===== src/hw/rtl/gdad_pkg.sv =====
// ----------------------------------------------------------------------------
// gdad_pkg
// Shared types, constants and the month length lookup for the date adder.
// ----------------------------------------------------------------------------
package gdad_pkg;

	localparam int unsigned DAY_W   = 5;
	localparam int unsigned MONTH_W = 4;
	localparam int unsigned YEAR_W  = 14;
	localparam int unsigned COUNT_W = 16;

	localparam logic [MONTH_W-1:0] MONTH_JAN = 4'd1;
	localparam logic [MONTH_W-1:0] MONTH_FEB = 4'd2;
	localparam logic [MONTH_W-1:0] MONTH_DEC = 4'd12;

	// year / 100 by reciprocal: (year * 5243) >> 19, exact for year < 16384
	localparam int unsigned        RECIP_W     = 13;
	localparam logic [RECIP_W-1:0] RECIP_C100  = 13'd5243;
	localparam int unsigned        RECIP_SHIFT = 19;
	localparam int unsigned        QUO_W       = 8;

	// Controller to datapath commands
	typedef struct packed {
		logic load;     // capture a new transaction
		logic quo;      // register year / 100
		logic leap;     // register the leap year flag
		logic step;     // subtract one month length and advance the month
		logic emit;     // copy the date into the result register
	} gdad_cmd_t;

	// Datapath to controller status
	typedef struct packed {
		logic more;     // day still exceeds the current month length
		logic wrap;     // current month is December
	} gdad_sts_t;

	function automatic logic [DAY_W-1:0] month_len(input logic [MONTH_W-1:0] month,
	                                               input logic leap);
		logic [DAY_W-1:0] len;
		len = 5'd31;
		unique case (month)
			4'd2:                      len = leap ? 5'd29 : 5'd28;
			4'd4, 4'd6, 4'd9, 4'd11:   len = 5'd30;
			default:                   len = 5'd31;
		endcase
		return len;
	endfunction

endpackage


===== src/hw/rtl/gdad_ifs.sv =====
// ----------------------------------------------------------------------------
// gdad_ifs
// Valid/ready channels for the start date request and the end date result.
// ----------------------------------------------------------------------------
interface gdad_req_if;
	logic        valid;
	logic        ready;
	logic [4:0]  start_day;
	logic [3:0]  start_month;
	logic [13:0] start_year;
	logic [15:0] add_days;

	modport source (output valid, start_day, start_month, start_year, add_days,
	                input ready);
	modport sink   (input valid, start_day, start_month, start_year, add_days,
	                output ready);
endinterface

interface gdad_rsp_if;
	logic        valid;
	logic        ready;
	logic [4:0]  end_day;
	logic [3:0]  end_month;
	logic [13:0] end_year;

	modport source (output valid, end_day, end_month, end_year, input ready);
	modport sink   (input valid, end_day, end_month, end_year, output ready);
endinterface


===== src/hw/rtl/gdad_dpath.sv =====
// ----------------------------------------------------------------------------
// gdad_dpath
// Day, month and year registers, leap year evaluation, month subtraction and
// the result register.
// ----------------------------------------------------------------------------
module gdad_dpath
	import gdad_pkg::*;
#(
	parameter int unsigned DAY_COUNT_BITS = 16
) (
	input  logic                clk,
	input  gdad_cmd_t           cmd,
	output gdad_sts_t           sts,
	input  logic [DAY_W-1:0]    start_day,
	input  logic [MONTH_W-1:0]  start_month,
	input  logic [YEAR_W-1:0]   start_year,
	input  logic [COUNT_W-1:0]  add_days,
	output logic [DAY_W-1:0]    end_day,
	output logic [MONTH_W-1:0]  end_month,
	output logic [YEAR_W-1:0]   end_year
);

	localparam int unsigned CNT_W  = (DAY_COUNT_BITS < COUNT_W) ? DAY_COUNT_BITS : COUNT_W;
	localparam int unsigned ACC_W  = CNT_W + 1;
	localparam int unsigned PROD_W = YEAR_W + RECIP_W;

	logic [ACC_W-1:0]   day_q;
	logic [MONTH_W-1:0] month_q;
	logic [YEAR_W-1:0]  year_q;
	logic [QUO_W-1:0]   quo_q;
	logic               leap_q;

	logic [ACC_W-1:0]   len_ext;
	logic [PROD_W-1:0]  prod;
	logic [YEAR_W:0]    cent;
	logic [MONTH_W-1:0] month_norm;

	assign len_ext = ACC_W'(month_len(month_q, leap_q));
	assign sts.more = day_q > len_ext;
	assign sts.wrap = month_q == MONTH_DEC;

	assign prod = PROD_W'(year_q) * PROD_W'(RECIP_C100);
	// quo_q * 100 as shifts and adds
	assign cent = ((YEAR_W+1)'(quo_q) << 6) + ((YEAR_W+1)'(quo_q) << 5)
	            + ((YEAR_W+1)'(quo_q) << 2);

	always_comb begin
		month_norm = start_month;
		if (start_month == '0) begin
			month_norm = MONTH_JAN;
		end else if (start_month > MONTH_DEC) begin
			month_norm = MONTH_DEC;
		end
	end

	always_ff @(posedge clk) begin
		if (cmd.load) begin
			day_q   <= ACC_W'(start_day) + ACC_W'(add_days[CNT_W-1:0]);
			month_q <= month_norm;
			year_q  <= start_year;
		end else if (cmd.step) begin
			day_q <= day_q - len_ext;
			if (month_q == MONTH_DEC) begin
				month_q <= MONTH_JAN;
				year_q  <= year_q + 1'b1;
			end else begin
				month_q <= month_q + 1'b1;
			end
		end
		if (cmd.quo) begin
			quo_q <= prod[RECIP_SHIFT +: QUO_W];
		end
		if (cmd.leap) begin
			leap_q <= (year_q[1:0] == 2'b00)
			        && (((YEAR_W+1)'(year_q) != cent) || (quo_q[1:0] == 2'b00));
		end
		if (cmd.emit) begin
			end_day   <= day_q[DAY_W-1:0];
			end_month <= month_q;
			end_year  <= year_q;
		end
	end

endmodule


===== src/hw/rtl/gdad_ctrl.sv =====
// ----------------------------------------------------------------------------
// gdad_ctrl
// Sequencer: load, year / 100 and leap year evaluation, one month per cycle between year carries, result handoff.
// ----------------------------------------------------------------------------
module gdad_ctrl
	import gdad_pkg::*;
(
	input  logic      clk,
	input  logic      arst_n,
	input  logic      in_valid,
	output logic      in_ready,
	output logic      out_valid,
	input  logic      out_ready,
	output gdad_cmd_t cmd,
	input  gdad_sts_t sts
);

	typedef enum logic [2:0] {
		ST_IDLE,
		ST_QUO,
		ST_LEAP,
		ST_RUN,
		ST_DONE
	} state_t;

	state_t state_q;
	logic   out_valid_q;
	logic   emit_ok;

	assign in_ready  = state_q == ST_IDLE;
	assign out_valid = out_valid_q;
	assign emit_ok   = !out_valid_q || out_ready;

	assign cmd.load = (state_q == ST_IDLE) && in_valid;
	assign cmd.quo  = state_q == ST_QUO;
	assign cmd.leap = state_q == ST_LEAP;
	assign cmd.step = (state_q == ST_RUN) && sts.more;
	assign cmd.emit = (state_q == ST_DONE) && emit_ok;

	always_ff @(posedge clk or negedge arst_n) begin
		if (!arst_n) begin
			state_q     <= ST_IDLE;
			out_valid_q <= 1'b0;
		end else begin
			if (out_valid_q && out_ready) begin
				out_valid_q <= 1'b0;
			end
			unique case (state_q)
				ST_IDLE: begin
					if (in_valid) begin
						state_q <= ST_QUO;
					end
				end
				ST_QUO: begin
					state_q <= ST_LEAP;
				end
				ST_LEAP: begin
					state_q <= ST_RUN;
				end
				ST_RUN: begin
					// a year carry needs a fresh leap flag before the next month
					if (!sts.more) begin
						state_q <= ST_DONE;
					end else if (sts.wrap) begin
						state_q <= ST_QUO;
					end
				end
				ST_DONE: begin
					if (emit_ok) begin
						out_valid_q <= 1'b1;
						state_q     <= ST_IDLE;
					end
				end
				default: begin
					state_q <= ST_IDLE;
				end
			endcase
		end
	end

endmodule


===== src/hw/rtl/gregorian_date_add_days.sv =====
// ----------------------------------------------------------------------------
// gregorian_date_add_days
// Adds a day count to a Gregorian date, one month length subtracted per cycle between year carries.
// ----------------------------------------------------------------------------
//  channel  role  fields
//  req      sink  start_day[4:0] start_month[3:0] start_year[13:0] add_days[15:0]
//  rsp      src   end_day[4:0] end_month[3:0] end_year[13:0]
//
//  The month loop in the controller subtracts one month per cycle; after each
//  year carry it passes through the year / 100 and leap states to evaluate
//  the leap flag for the new year before it takes the next month.
//  A finished result waits in the output register while the next request is
//  taken. Reset is asynchronous, active low, and clears the control state.
// ----------------------------------------------------------------------------
module gregorian_date_add_days
	import gdad_pkg::*;
#(
	parameter int unsigned DAY_COUNT_BITS = 16
) (
	input logic        clk,
	input logic        arst_n,
	gdad_req_if.sink   req,
	gdad_rsp_if.source rsp
);

	gdad_cmd_t cmd;
	gdad_sts_t sts;

	gdad_ctrl u_ctrl (
		.clk       (clk),
		.arst_n    (arst_n),
		.in_valid  (req.valid),
		.in_ready  (req.ready),
		.out_valid (rsp.valid),
		.out_ready (rsp.ready),
		.cmd       (cmd),
		.sts       (sts)
	);

	gdad_dpath #(
		.DAY_COUNT_BITS (DAY_COUNT_BITS)
	) u_dpath (
		.clk         (clk),
		.cmd         (cmd),
		.sts         (sts),
		.start_day   (req.start_day),
		.start_month (req.start_month),
		.start_year  (req.start_year),
		.add_days    (req.add_days),
		.end_day     (rsp.end_day),
		.end_month   (rsp.end_month),
		.end_year    (rsp.end_year)
	);

endmodule

===== src/flat_wrapper.sv =====
// flat-port wrapper written by rule: the top's interface ports become plain ports
module gregorian_date_add_days_flat import gdad_pkg::*;
#(
	parameter int unsigned DAY_COUNT_BITS = 16
)
  (clk, arst_n, req_valid, req_start_day, req_start_month, req_start_year, req_add_days, req_ready, rsp_valid, rsp_end_day, rsp_end_month, rsp_end_year, rsp_ready);
  gdad_req_if req_i ();
  gdad_rsp_if rsp_i ();
  input logic clk;
  input logic arst_n;
  input wire logic [$bits(req_i.valid)-1:0] req_valid;
  input wire logic [$bits(req_i.start_day)-1:0] req_start_day;
  input wire logic [$bits(req_i.start_month)-1:0] req_start_month;
  input wire logic [$bits(req_i.start_year)-1:0] req_start_year;
  input wire logic [$bits(req_i.add_days)-1:0] req_add_days;
  output wire logic [$bits(req_i.ready)-1:0] req_ready;
  output wire logic [$bits(rsp_i.valid)-1:0] rsp_valid;
  output wire logic [$bits(rsp_i.end_day)-1:0] rsp_end_day;
  output wire logic [$bits(rsp_i.end_month)-1:0] rsp_end_month;
  output wire logic [$bits(rsp_i.end_year)-1:0] rsp_end_year;
  input wire logic [$bits(rsp_i.ready)-1:0] rsp_ready;
  assign req_i.valid = req_valid;
  assign req_i.start_day = req_start_day;
  assign req_i.start_month = req_start_month;
  assign req_i.start_year = req_start_year;
  assign req_i.add_days = req_add_days;
  assign req_ready = req_i.ready;
  assign rsp_valid = rsp_i.valid;
  assign rsp_end_day = rsp_i.end_day;
  assign rsp_end_month = rsp_i.end_month;
  assign rsp_end_year = rsp_i.end_year;
  assign rsp_i.ready = rsp_ready;
  gregorian_date_add_days #(.DAY_COUNT_BITS(DAY_COUNT_BITS)) u_core (.clk(clk), .arst_n(arst_n), .req(req_i), .rsp(rsp_i));
endmodule

===== config.mk =====
export PLATFORM = sky130hd
export DESIGN_NAME = gregorian_date_add_days_flat
export DESIGN_NICKNAME = d
export VERILOG_FILES = /design/src/hw/rtl/gdad_pkg.sv /design/src/hw/rtl/gdad_ifs.sv /design/src/hw/rtl/gdad_dpath.sv /design/src/hw/rtl/gdad_ctrl.sv /design/src/hw/rtl/gregorian_date_add_days.sv /design/src/flat_wrapper.sv
export SDC_FILE = /design/constraint.sdc
export NUM_CORES = 1
export LEC_CHECK = 0
export ABC_AREA = 1
export BUFFER_PORTS_ARGS = -buffer_cell sky130_fd_sc_hd__buf_2
export CAP_MARGIN = 20
export CELL_PAD_IN_SITES_DETAIL_PLACEMENT = 0
export CELL_PAD_IN_SITES_GLOBAL_PLACEMENT = 1
export CORE_MARGIN = 2
export CORE_UTILIZATION = 45
export CTS_CLUSTER_DIAMETER = 150
export CTS_CLUSTER_SIZE = 12
export DETAILED_ROUTE_END_ITERATION = 16
export HOLD_SLACK_MARGIN = 0.15
export PLACE_DENSITY = 0.77
export SYNTH_ARGS = -nofsm -noshare
export SYNTH_HDL_FRONTEND = slang
export SYNTH_SLANG_ARGS = --single-unit

===== constraint.sdc =====
create_clock -name clk -period 5.95 [get_ports clk]
set_input_delay 0.595 -clock clk [delete_from_list [all_inputs] [get_ports clk]]
set_output_delay 0.595 -clock clk [all_outputs]
set_load 0.02 [all_outputs]

==> metrics.txt, run 1 <==
CTS tree=built; total die area=around 20,000 µm²; worst-skew pair later-pin latency=350 ps; most frequent cells in the layout=nand2_1, inv_1, ha_1; worst r2r path cells=20; GR Util All Layers=0.2134; area of the multi-input gates=5668 µm²; post-DR vias/cell=about 5; DRC Markers=0; Final period util=0.8116; Fillers=1,828; placed cells=1,296; final hold vios=0; post-synthesis simple-gate area fraction=0.2076; initial antenna violation count=0; Mapped Area=8553 µm²; Routed WL per cell=15.45 µm; Final setup viols=0; core area=around 19,000 µm²; row count=50; Vias=approximately 6,500; Cell Area, Placed=~9000 µm²; Post-DP HPWL=16,820 µm; count of input and output buffers=67; Seq. cell area=2112 µm²; startpoint types=flop; vias in the first global route=6,360; most frequent CP cell=nand2_1; CP max-delay cell=edfxtp_1; Synth area leaders=edfxtp_1, ha_1, fa_1; Post-Synth Adder-Cell Area=0.3569; iteration count of the initial detailed-routing pass=5; RSZ-0062 raised after global routing=false; Slowest Stage Delay on Critical Path=780 ps; Nets=~1,300; status=finished, final reports clean; DRT iter0 DRCs=362; fin cells=1,313; setup_tns=0 ps; width of the die=~140 µm; post-route ant nets=0; Layout area overhead=10.75%; Max Freq=207.1 MHz; Post-Route WL=20,280 µm; CTS Root Cell=clkbuf_16; CTS resizes=0; total grt overflow=0; CTS Sinks=71; # diodes=0; Compound-Gate Fraction of Synth Area=0.05793; Clock Skew=13.33 ps; first-pass GRT wire length=33,240 µm; combinational family with the most area after synthesis=adder cells; Worst Hold Class=input port to flop; Ports=68; htree depth=3; Yosys warning count=0; cts hold-fix bufs=1; cts bufs inserted=9; syn_nets=1,242; final-report max-slew violation count=0; CP endpoint kind=flop; Post-Synthesis Cells=997; sequential area share after synthesis=0.2469; crit path kind=flop to flop; final instance area=between 9000 and 10,000 µm²; Clock Path Buffers=2; worst-margin pin slew=around 1000 ps; hold depth=2; Synth Area per Inst=around 8.6 µm²; Synth top area share=0.2352; Min Hold Slack=457.6 ps; fin crit period=a little under 5000 ps; critical path cell sequence=fa_1 -> ha_1 -> inv_1 -> fa_1 -> inv_1 -> fa_1 -> inv_1 -> fa_1 -> inv_1 -> ha_1 -> nand2_1 -> nor2_2 -> nand2_1 -> nor2_2 -> o21ai_1 -> nand2_1 -> nor2_1 -> o21ai_0 -> nand2_1 -> nand2_1; Chip Height=around 140 µm; synthesized flop and latch total=71; max-cap viol count=0; Netlist cell types=43; CP arrival=4930 ps; Rel. slew slack=0.3145; Initial Utilization=0.4573; Final GP Congestion=0.9010; Post-Synth XOR/XNOR Area=0.03877; Critical Path Fanout Max=12; Synth area leader=edfxtp_1; most common cell after layout, fill and taps aside=nand2_1; Clock Pin Slew Worst Setup and Hold Paths=roughly 60 ps; multiplexer area fraction after synthesis=0.001170; CP required=6050 ps; post-CTS setup buffers=0; largest net degree at the start of global routing=47; share of cells above drive strength 1=0.1214
## worst paths after layout
kind,start,endpoint,slack [ps]
min reg2reg,u_core.u_dpath.day_q[0],u_core.u_dpath.end_day[0],500
max,u_core.u_dpath.year_q[11],u_core.u_dpath.quo_q[3],1120
max reg2reg,u_core.u_dpath.year_q[11],u_core.u_dpath.quo_q[3],1120
max in group asynchronous,arst_n,u_core.u_ctrl.state_q[2],5240
min,rsp_ready,u_core.u_ctrl.out_valid,460
min in group asynchronous,arst_n,u_core.u_ctrl.out_valid,590
## routing by layer
layer  up-vias  track usage  routed length, µm
met3        21      0.02464                678
met2       119       0.3265               8870
li1       3345            -                  -
met4         0      0.05737                384
met1      2985       0.3211              10350
met5         -            0                  0
## cells in the mapped netlist (all sizes together)
cell type,n
inv,197
nor4,2
o21bai,4
a21oi,28
nand3,58
a22oi,1
nor2,73
o31ai,4
nand4,13
xnor2,16
a21o,4
o211ai,2
nand3b,4
o21ai,40
mux2i,1
nand2,234
and3,2
edfxtp,67
ha,132
xor2,21
clkbuf,1
nor3,11
buf,5
or2,1
fa,70
o22ai,2
dfrtp,4
## logic make-up (layout without fill, tap and decap cells)
group                    after synthesis  count (layout)
AND/OR/NAND/NOR                      398             398
buffers and inverters                203             285
adder cells (fa/ha/maj)              202             202
AO/OA/AOI/OAI                         85              85
flip-flops                            71              71
XOR/XNOR                              37              37
multiplexers                           1               1
## flip-flops by register name, summed over array words and instances (netlist names)
signal                    cells
u_core.u_dpath.end_day        5
u_core.u_dpath.end_year      14
u_core.u_dpath.month_q        4
u_core.u_dpath.leap_q         1
u_core.u_ctrl.state_q         3
u_core.u_dpath.end_month      4
u_core.u_dpath.day_q         17
u_core.u_ctrl.out_valid       1
u_core.u_dpath.quo_q          8
u_core.u_dpath.year_q        14
## critical path, delay by kind of cell (launching register included)
kind / cells / cell delay [ps]
AO/OA/AOI/OAI: 2 / 180
flip-flops: 1 / 780
buffers and inverters: 4 / 190
AND/OR/NAND/NOR: 8 / 730
adder cells (fa/ha/maj): 6 / 2700
## per-stage QoR
stage	util	setup slack, ps
finish	0.5064	1121
global route	0.5064	843.1
CTS	0.5064	1135
detailed placement	0.4906	1191
global placement	0.4906	1178
floorplan	-	1585
## cell type report
type / instances / share of cell area
clock buffer: 9 / 0.02377
clock inverter: 7 / 0.006340
inverter: 197 / 0.07806
multi-input combinational: 723 / 0.5983
sequential: 71 / 0.2230
tap: 234 / 0.03091
timing repair buffer: 72 / 0.03962
Power of run 1 is left out: the tool's default activity adds up to more than one toggle a clock period on the data nets, which glitch-free logic cannot reach.
==> inputs of run 2 (changes only) <==
==> constraint.sdc (replaced) <==
create_clock -name clk -period 4.7 [get_ports clk]
set_input_delay 0.47 -clock clk [delete_from_list [all_inputs] [get_ports clk]]
set_output_delay 0.47 -clock clk [all_outputs]
set_load 0.02 [all_outputs]
==> metrics.txt, run 2 (synthesized netlist as in run 1, its figures left out) <==
final hold vios=0 (unchanged); worst r2r path cells=20 (unchanged); Min Hold Slack=323.9 ps (-133.8 ps); Rel. slew slack=0.2706 (-0.04383); fin crit period=4570 ps (-259.5 ps); max-cap viol count=0 (unchanged); Routed WL per cell=15.46 µm (about the same); htree depth=3 (unchanged); Max Freq=218.8 MHz (+5.7%); RR Startpoint=u_core.u_dpath.year_q[11]; Chip Height=141.9 µm (unchanged); Nets=1,350 (+2.4%); Clock Skew=8.821 ps (-4.506 ps); CP required=4790 ps (-1260 ps); Initial Utilization=0.4573 (unchanged); most frequent cells in the layout=nand2_1, inv_1, ha_1; Regs by FF count=u_core.u_dpath.day_q (17), u_core.u_dpath.end_year (14), u_core.u_dpath.year_q (14); initial antenna violation count=0 (unchanged); largest net degree at the start of global routing=47 (unchanged); Post-Route WL=20,780 µm (+2.4%); most common cell after layout, fill and taps aside=nand2_1; DRC Markers=0 (unchanged); Layout area overhead=15.17%; status=finished, final reports clean; crit path kind=flop to flop; post-DR vias/cell=4.989 (+1.2%); max reg flops=17 (unchanged); total grt overflow=0 (unchanged); core area=18,710 µm² (unchanged); hold wc startpoint=rsp_ready; Final period util=0.9723 (+0.1607); R2R Path End=u_core.u_dpath.quo_q[3]; Ports=68 (unchanged); startpoint types=flop; fin cells=1,344 (+2.4%); Clock Pin Slew Worst Setup and Hold Paths=60 ps (about the same); total die area=20,130 µm² (unchanged); worst-margin pin slew=1090 ps (+64.20 ps); placed cells=1,311 (+1.2%); count of input and output buffers=67 (unchanged); CTS tree=built; Hold EP=u_core.u_ctrl.out_valid; width of the die=141.9 µm (unchanged); Worst Hold Class=input port to flop; CP endpoint kind=flop; Cell Area, Placed=9290 µm² (+1.2%); # diodes=0 (unchanged); GR Util All Layers=0.2140 (+0.0006521); CTS Sinks=71 (unchanged); hold depth=2 (unchanged); r2r setup slk=130 ps (-990 ps); cts bufs inserted=9 (unchanged); vias in the first global route=6,452 (+1.4%); post-route ant nets=0 (unchanged); row count=50 (unchanged); Final GP Congestion=0.8920 (-1.0%); CTS Root Cell=clkbuf_16; final-report max-slew violation count=0 (unchanged); Top reg by flops=u_core.u_dpath.day_q; share of cells above drive strength 1=0.1685 (+0.04706); Final setup viols=0 (unchanged); first-pass GRT wire length=33,150 µm (-0.27%); Critical Path Fanout Max=6 (-6); final instance area=9851 µm² (+4.0%); iteration count of the initial detailed-routing pass=4 (-1); CP arrival=4660 ps (-270 ps); Vias=6,705 (+3.6%); worst-skew pair later-pin latency=350 ps (about the same); Post-DP HPWL=17,220 µm (+2.4%); DRT iter0 DRCs=424 (+17%); Clock Path Buffers=2 (unchanged)
## run 2: cell count changes in the layout (fill, tap and decap cells not counted), moves of 3 or more
cell,previous run,this run
ha_2,0,3
nand2_2,13,16
nand2_1,220,215
ha_4,0,6
buf_4,4,33
nor2_1,59,56
ha_1,132,123
## run 2: worst max path at each step
| stage | from | end | slack, ps |
|---|---|---|---|
| 2_1_floorplan | u_core.u_dpath.year_q[11] | u_core.u_dpath.quo_q[3] | 330 |
| 3_3_place_gp | u_core.u_dpath.year_q[11] | u_core.u_dpath.quo_q[2] | 160 |
| 3_5_place_dp | u_core.u_dpath.year_q[11] | u_core.u_dpath.quo_q[2] | 120 |
| 4_1_cts | u_core.u_dpath.year_q[11] | u_core.u_dpath.quo_q[2] | 90 |
| 5_1_grt | u_core.u_dpath.year_q[11] | u_core.u_dpath.quo_q[2] | -60 |
| 6_report | u_core.u_dpath.year_q[11] | u_core.u_dpath.quo_q[3] | 130 |
## run 2: area by class of cell
cell class / count / area (µm²)
repair buffers: 103 / 615.6
inverters: 197 / 739.5
well taps: 234 / 292.8
multi-input cells: 723 / 5818
flip-flops and latches: 71 / 2112
clock buffers: 9 / 225.2
fillers: 1767 / 8855
clock inverters: 7 / 47.55
## run 2: stage by stage
stage	worst slack [ps]	setup TNS, ps	util
after floorplan	334.8	0	-
after global placement	160.9	0	0.4967
after detailed placement	119.0	0	0.4967
after CTS	93.28	0	0.5118
after global routing	-64.46	-220.3	0.5266
final	130.4	0	0.5266
## run 2: timing repair
| action | in CTS | in global routing |
|---|---|---|
| hold buffers | 1 | 0 |
| gates resized for setup | 0 | 33 |
| hold endpoints to repair | 4 | 0 |
| endpoints found under the setup margin | 0 | 7 |
| setup buffers | 0 | 16 |
## run 2: layer usage
metal,vias to the layer above,track usage,part of all wire
li1,3419,-,-
met1,3109,0.3181,0.50
met3,27,0.03814,0.043
met5,-,0,0
met4,0,0.06895,0.024
met2,150,0.3166,0.44
## run 2: worst max-delay path: stages (launching register included)
cell      delay (ps)
edfxtp_1         530
buf_4            200
fa_1             440
ha_1             300
inv_1             50
fa_1             470
inv_1             50
fa_1             540
inv_1             60
fa_1             530
inv_1             60
ha_4             310
nand2_4           70
nor2_4           140
nand2_2           80
nor2_2           100
o21ai_1           70
nand2_1           80
nor2_1            50
o211ai_1          70
nand2_1          100
Power of run 2 is left out for the same reason.
